[src/keyframe_track_interpolator_assert.svh]
// assertion macros for the keyframe track interpolator
// used by the controller and top level, no other dependencies
`ifndef KEYFRAME_TRACK_INTERPOLATOR_ASSERT_SVH
`define KEYFRAME_TRACK_INTERPOLATOR_ASSERT_SVH

// implication checked every clock edge, disabled in reset
`define KTI_ASSERT_IMP(label, ante, cons) \
  label: assert property (@(posedge clk_i) disable iff (!rst_ni) (ante) |-> (cons)) \
    else $error("assertion failed");

// next-cycle implication
`define KTI_ASSERT_NEXT(label, ante, cons) \
  label: assert property (@(posedge clk_i) disable iff (!rst_ni) (ante) |=> (cons)) \
    else $error("assertion failed");

`endif

[src/kti_pkg.sv]
// shared types and constants for the keyframe track interpolator
// no dependencies
package kti_pkg;

  typedef struct packed {
    logic               action;
    logic        [31:0] key_frame;
    logic signed [31:0] in_pos_x;
    logic signed [31:0] in_pos_y;
    logic signed [31:0] in_pos_z;
    logic signed [15:0] in_rot_w;
    logic signed [15:0] in_rot_x;
    logic signed [15:0] in_rot_y;
    logic signed [15:0] in_rot_z;
  } in_item_t;

  typedef struct packed {
    logic        [2:0]  status;
    logic signed [31:0] out_pos_x;
    logic signed [31:0] out_pos_y;
    logic signed [31:0] out_pos_z;
    logic signed [15:0] out_rot_w;
    logic signed [15:0] out_rot_x;
    logic signed [15:0] out_rot_y;
    logic signed [15:0] out_rot_z;
    logic        [31:0] track_max_frame;
  } out_item_t;

  localparam logic [2:0] StAdded  = 3'd0;
  localparam logic [2:0] StFull   = 3'd1;
  localparam logic [2:0] StInterp = 3'd2;
  localparam logic [2:0] StSingle = 3'd3;
  localparam logic [2:0] StNone   = 3'd4;

  localparam logic ActAdd   = 1'b0;
  localparam logic ActQuery = 1'b1;

  localparam int EntryW = 32 + 96 + 64;
  localparam logic signed [15:0] RotOne = 16'sd16384;

  // datapath commands
  typedef enum logic [3:0] {
    CmdNone,
    CmdLatch,     // capture the transaction
    CmdRdIdx,     // read entry at index
    CmdShift,     // write held entry at index+1, index--
    CmdInsert,    // write new key at index+1, count++
    CmdLoadA,     // held read data -> side a, index++
    CmdLoadB,     // held read data -> side b
    CmdDivStart,
    CmdDivStep,
    CmdMix,       // one component multiply-accumulate
    CmdFinish
  } cmd_e;

  typedef struct packed {
    cmd_e       cmd;
    logic [2:0] status;
    logic       zero_pay;  // zero payload result
    logic       id_pay;    // identity result
    logic       a_pay;     // pass side a unchanged
  } ctl_t;

  typedef struct packed {
    logic action;
    logic full;
    logic idx_zero;
    logic rd_gt;     // read frame > q
    logic rd_lt;     // read frame < q
    logic count_one;
    logic last_pair; // entry at idx is the last one held
    logic count_lt2;
    logic div_done;
    logic mix_done;
  } sts_t;

endpackage

[src/kti_ctrl.sv]
// controller state machine for insert, search, divide and blend
// depends on kti_pkg and the assertion header
`include "keyframe_track_interpolator_assert.svh"
module kti_ctrl (
  input  logic          clk_i,
  input  logic          rst_ni,
  input  logic          in_valid_i,
  output logic          in_stall_o,
  output logic          out_valid_o,
  input  logic          out_stall_i,
  input  kti_pkg::sts_t sts_i,
  output kti_pkg::ctl_t ctl_o
);
  typedef enum logic [3:0] {
    SIdle, SDecide, SInsRd, SInsWait, SInsChk, SInsPut,
    SQRd, SQChk, SDivInit, SDiv, SMix, SDone
  } state_e;

  // result payload source
  typedef enum logic [1:0] {
    PayMix, PayZero, PayId, PayA
  } pay_e;

  state_e     state_q, state_d;
  logic [2:0] st_q, st_d;
  pay_e       pay_q, pay_d;

  always_comb begin
    state_d = state_q;
    st_d    = st_q;
    pay_d   = pay_q;
    ctl_o.cmd      = kti_pkg::CmdNone;
    ctl_o.status   = st_q;
    ctl_o.zero_pay = (pay_q == PayZero);
    ctl_o.id_pay   = (pay_q == PayId);
    ctl_o.a_pay    = (pay_q == PayA);
    case (state_q)
      SIdle: if (in_valid_i) begin
        ctl_o.cmd = kti_pkg::CmdLatch;
        state_d = SDecide;
      end
      SDecide: begin
        if (sts_i.action == kti_pkg::ActAdd) begin
          pay_d = PayZero;
          if (sts_i.full) begin
            st_d = kti_pkg::StFull; state_d = SDone;
          end else begin
            st_d = kti_pkg::StAdded;
            // idx holds count-1; empty track wraps, insert at zero
            state_d = sts_i.count_lt2 && !sts_i.count_one ? SInsPut : SInsRd;
          end
        end else if (sts_i.count_lt2 && !sts_i.count_one) begin
          st_d = kti_pkg::StNone; pay_d = PayId; state_d = SDone;
        end else begin
          state_d = SQRd;
        end
      end
      SInsRd: state_d = SInsWait;
      SInsWait: state_d = SInsChk;
      SInsChk: begin
        if (sts_i.rd_gt) begin
          ctl_o.cmd = kti_pkg::CmdShift;
          state_d = sts_i.idx_zero ? SInsPut : SInsRd;
        end else begin
          state_d = SInsPut; // free slot sits just above idx
        end
      end
      SInsPut: begin
        ctl_o.cmd = kti_pkg::CmdInsert;
        st_d = kti_pkg::StAdded;
        state_d = SDone;
      end
      // scan up for the first frame above q; side a trails one entry behind
      SQRd: state_d = SQChk;
      SQChk: begin
        if (sts_i.rd_gt) begin
          if (sts_i.idx_zero) begin
            st_d = kti_pkg::StNone; pay_d = PayId; state_d = SDone;
          end else begin
            ctl_o.cmd = kti_pkg::CmdLoadB;
            state_d = SDivInit;
          end
        end else begin
          ctl_o.cmd = kti_pkg::CmdLoadA;
          if (sts_i.last_pair) begin
            if (sts_i.count_one && sts_i.rd_lt) begin
              st_d = kti_pkg::StSingle; pay_d = PayA;
            end else begin
              st_d = kti_pkg::StNone; pay_d = PayId;
            end
            state_d = SDone;
          end else begin
            state_d = SQRd;
          end
        end
      end
      SDivInit: begin
        ctl_o.cmd = kti_pkg::CmdDivStart;
        state_d = SDiv;
      end
      SDiv: begin
        ctl_o.cmd = kti_pkg::CmdDivStep;
        if (sts_i.div_done) state_d = SMix;
      end
      SMix: begin
        ctl_o.cmd = kti_pkg::CmdMix;
        if (sts_i.mix_done) begin
          st_d = kti_pkg::StInterp; pay_d = PayMix; state_d = SDone;
        end
      end
      SDone: if (!out_stall_i) state_d = SIdle;
      default: state_d = SIdle;
    endcase
  end

  always_ff @(posedge clk_i or negedge rst_ni) begin
    if (!rst_ni) begin
      state_q <= SIdle;
      st_q    <= '0;
      pay_q   <= PayMix;
    end else begin
      state_q <= state_d;
      st_q    <= st_d;
      pay_q   <= pay_d;
    end
  end

  assign in_stall_o   = (state_q != SIdle);
  assign out_valid_o  = (state_q == SDone);

  `KTI_ASSERT_IMP(a_ready_only_idle, !in_stall_o, state_q == SIdle)
  `KTI_ASSERT_NEXT(a_done_holds, out_valid_o && out_stall_i, out_valid_o)
  `KTI_ASSERT_IMP(a_no_both, out_valid_o, in_stall_o)
endmodule

[config.mk]
export PLATFORM = sky130hd
export DESIGN_NAME = kti_ctrl
export DESIGN_NICKNAME = d
export VERILOG_FILES = /design/src/kti_pkg.sv /design/src/kti_ctrl.sv
export VERILOG_INCLUDE_DIRS = /design/src /design/src/src
export SDC_FILE = /design/constraint.sdc
export NUM_CORES = 1
export LEC_CHECK = 0
export ABC_AREA = 1
export BUFFER_PORTS_ARGS = -buffer_cell sky130_fd_sc_hd__buf_2
export CORE_UTILIZATION = 30
export CTS_CLUSTER_SIZE = 28
export DETAILED_ROUTE_END_ITERATION = 10
export PLACE_DENSITY = 0.57
export SKIP_LAST_GASP = 1
export SLEW_MARGIN = 15
export SYNTH_ARGS = -nofsm -noshare
export SYNTH_HDL_FRONTEND = slang
export SYNTH_SLANG_ARGS = --single-unit
[constraint.sdc]
create_clock -name clk_i -period 1.68 [get_ports clk_i]
set_clock_uncertainty 0.2 [all_clocks]
set_input_delay 0.084 -clock clk_i [delete_from_list [all_inputs] [get_ports clk_i]]
set_output_delay 0.084 -clock clk_i [all_outputs]
set_load 0.005 [all_outputs]
==> metrics.txt <==
crit path buf inv count 2; via count around 1200; die width 57.3 um; post-layout minimum cycle time 1.63 ns; I/O pins 26; Num CTS Buffers 3; Layout fillers 306; Power, Total 2.03 mW; TritonRoute pass-1 iters 8; vias in the first global route approximately 1000; final layout net count 222; CTS tree done; Post-synth top cells nand2_1 (76), nor2_1 (23), inv_1 (19); Worst-Margin Slew 0.347 ns; Reg2Reg Setup Slack 0.09 ns; final core occ 44.2%; top post-synthesis cells by area nand2_1 (31%), dfrtp_1 (25%), nor2_1 (9.4%); footprint of the multi-input gates 658 um^2; Syn Nets between 150 and 200; HP Class in -> async; Reg2Reg Depth 8; WP data required approximately 1.4 ns; Async SR Flop Fraction 100%; slowest CP cell dfrtp_2; Root Buffer Master clkbuf_4; leakage around 0.76 nW; TritonCTS Sinks 9; CP max FO 6; Worst setup SP type flip-flop; Crit path largest cell delay roughly 0.46 ns; count of cell types in the netlist 17; WS Path Type reg -> out; Die H 57.3 um; CP Cell Sequence buf_4, nor2_4, nand2_2, nand3_1, buf_2; Final Max Tran Viols 0; power per cell area 1620 nW/um^2; RSZ-0062 raised after global routing true; sequential share of the synthesized area 24.6%; Worst-Skew Late Latency 0.27 ns; outcome complete, but fails checks; EDFF count, synth 0; Hold Fails Final Rpt 5; FF-to-FF Start state_q[2]; Avg Synthesized Cell Area 5.49 um^2; final setup fails 0; Max-cap violations 0; Remaining DRCs 2; Rows 19; GP Congestion approximately 0.88; Reg area 230 um^2; Port Buffers 25; Clock Pin Slew Worst Setup and Hold Paths 0.07 ns; H-tree Lvls 1; initial antenna violation count 0; DRT iter0 DRCs 46; Final HPWL DP approximately 2200 um; FF-to-FF End state_q[3]; global route overflow 0; routed length per instance 11.8 um; maximum clock rate approximately 0.6 GHz; Antenna Nets Post-Route 0; Final Instance Count excl. Fillers around 240; Synth Instances around 170; Hold Slack -0.00138 ns; final WL 2810 um; first-pass GRT wire length 4320 um; placed insts 225; Top FF cell, synth dfrtp_1; max_slew headroom 76.6%; global-route usage over all layers approximately 17%; Critical Path Sink Type output pin; largest net degree at the start of global routing 10; die area 3280 um^2; Yosys reg bits 9; Ys Warns 0; area grow syn2layout 36.4%; Starting Density 32.4%; setup TNS 0 ns; post-synth top area share between 30 and 40%; count leader, synth nand2_1; area of the core 2830 um^2; post-synth top area cell nand2_1; failing checks design-rule violations, negative hold slack; Antenna diodes 0; Worst Path Arrival approximately 1.4 ns; vias per inst roughly 4.9; crit share post-route 97.0%; Cell Area, Synth 917 um^2; Max IR drop VDD 0.000824 V; Clock Path Buffers 2; share of layout cells above drive strength 1 34.8%; CP delay by family, top flip-flops
[cells by family after synthesis]
logic type      count (synthesis)  synth area share [%]
flops                           9                  24.6
compound gates                  8                  5.59
buf+inv                        22                  9.82
simple gates                  128                  60.0
[worst max-delay path by stage]
| stage | from | end | slack [ns] | depth (start not counted) |
|---|---|---|---|---|
| finish | state_q[3] | ctl_o[8] | 0.05 | 5 |
| detailed placement | state_q[3] | st_q[2] | -0.005 | 8 |
| global route | state_q[0] | ctl_o[6] | -0.02 | 5 |
| floorplan | state_q[3] | st_q[1] | 0.21 | 8 |
| global placement | state_q[3] | st_q[1] | -0.02 | 8 |
| CTS | state_q[3] | ctl_o[6] | 0.009 | 6 |
[cell type report]
type / instances / area share, %
clock buffer: 4 / 2.10
inverter: 21 / 6.50
multi-input combinational: 137 / 52.6
sequential: 9 / 18.4
tap: 31 / 3.10
timing repair buffer: 36 / 17.3
[cell usage in the layout (no fill, tap or decap)]
cell type,Yosys,layout
nor2_1,23,19
dlygate4sd3_1,0,2
o21ai_0,2,2
nand3_1,14,13
nand2_1,76,71
dfrtp_1,9,5
clkbuf_4,0,3
dfrtp_2,0,4
o21ai_1,1,1
or2_4,0,1
nor2_4,3,4
nand2_2,5,7
nand3_2,0,1
o21ai_2,2,2
buf_2,0,25
nand4_1,2,2
nor2_2,4,8
inv_2,2,4
buf_4,0,8
o2111ai_1,1,1
clkbuf_1,0,1
inv_1,19,16
buf_6,1,1
a21oi_1,2,2
nand2_4,0,3
inv_4,0,1
[flip-flops by register name, indices dropped and copies added, names as in the netlist]
register  cells
state_q       4
pay_q         2
st_q          3
[layer usage]
layer | vias up | global-route usage (%) | share of wire, %
li1 | 598 | - | -
met1 | 529 | 21.4 | 44
met2 | 34 | 28.9 | 49
met3 | 2 | 5.90 | 6.0
met4 | 0 | 3.14 | 0.57
met5 | - | 0 | 0
[worst register-to-register path, stage by stage (launching register included)]
cell and delay, ns:
dfrtp_2 0.47, inv_2 0.15, nand2_4 0.08, nor2_4 0.19, nand2_4 0.10, o21ai_2 0.07
nor2_1 0.08, nand2_1 0.08, nand2_1 0.05
[timing repair]
| action | in CTS | in global routing |
|---|---|---|
| hold endpoints to repair | 10 | 0 |
| resized for setup | 5 | 19 |
| pin swaps | 1 | 5 |
| gates cloned | 1 | 0 |
| setup endpoints to repair | 7 | 12 |
| setup buffers | 3 | 3 |
| hold buffers | 2 | 0 |
[stage by stage]
stage / instance area (um^2) / setup slack [ns]
2_1_floorplan: 917 / 0.206
3_3_place_gp: 1090 / -0.0152
3_5_place_dp: 1090 / -0.00464
4_1_cts: 1180 / 0.00873
5_1_grt: 1250 / -0.0224
6_report: 1250 / 0.0498
[power breakdown]
| part | total (mW) | internal (mW) | switching (mW) |
|---|---|---|---|
| logic | 1.37 | 0.555 | 0.819 |
| registers | 0.478 | 0.329 | 0.148 |
| clock network | 0.176 | 0.0919 | 0.0844 |
| total | 2.03 | 0.976 | 1.05 |
Note: power is estimated with default switching activity, not from simulation.
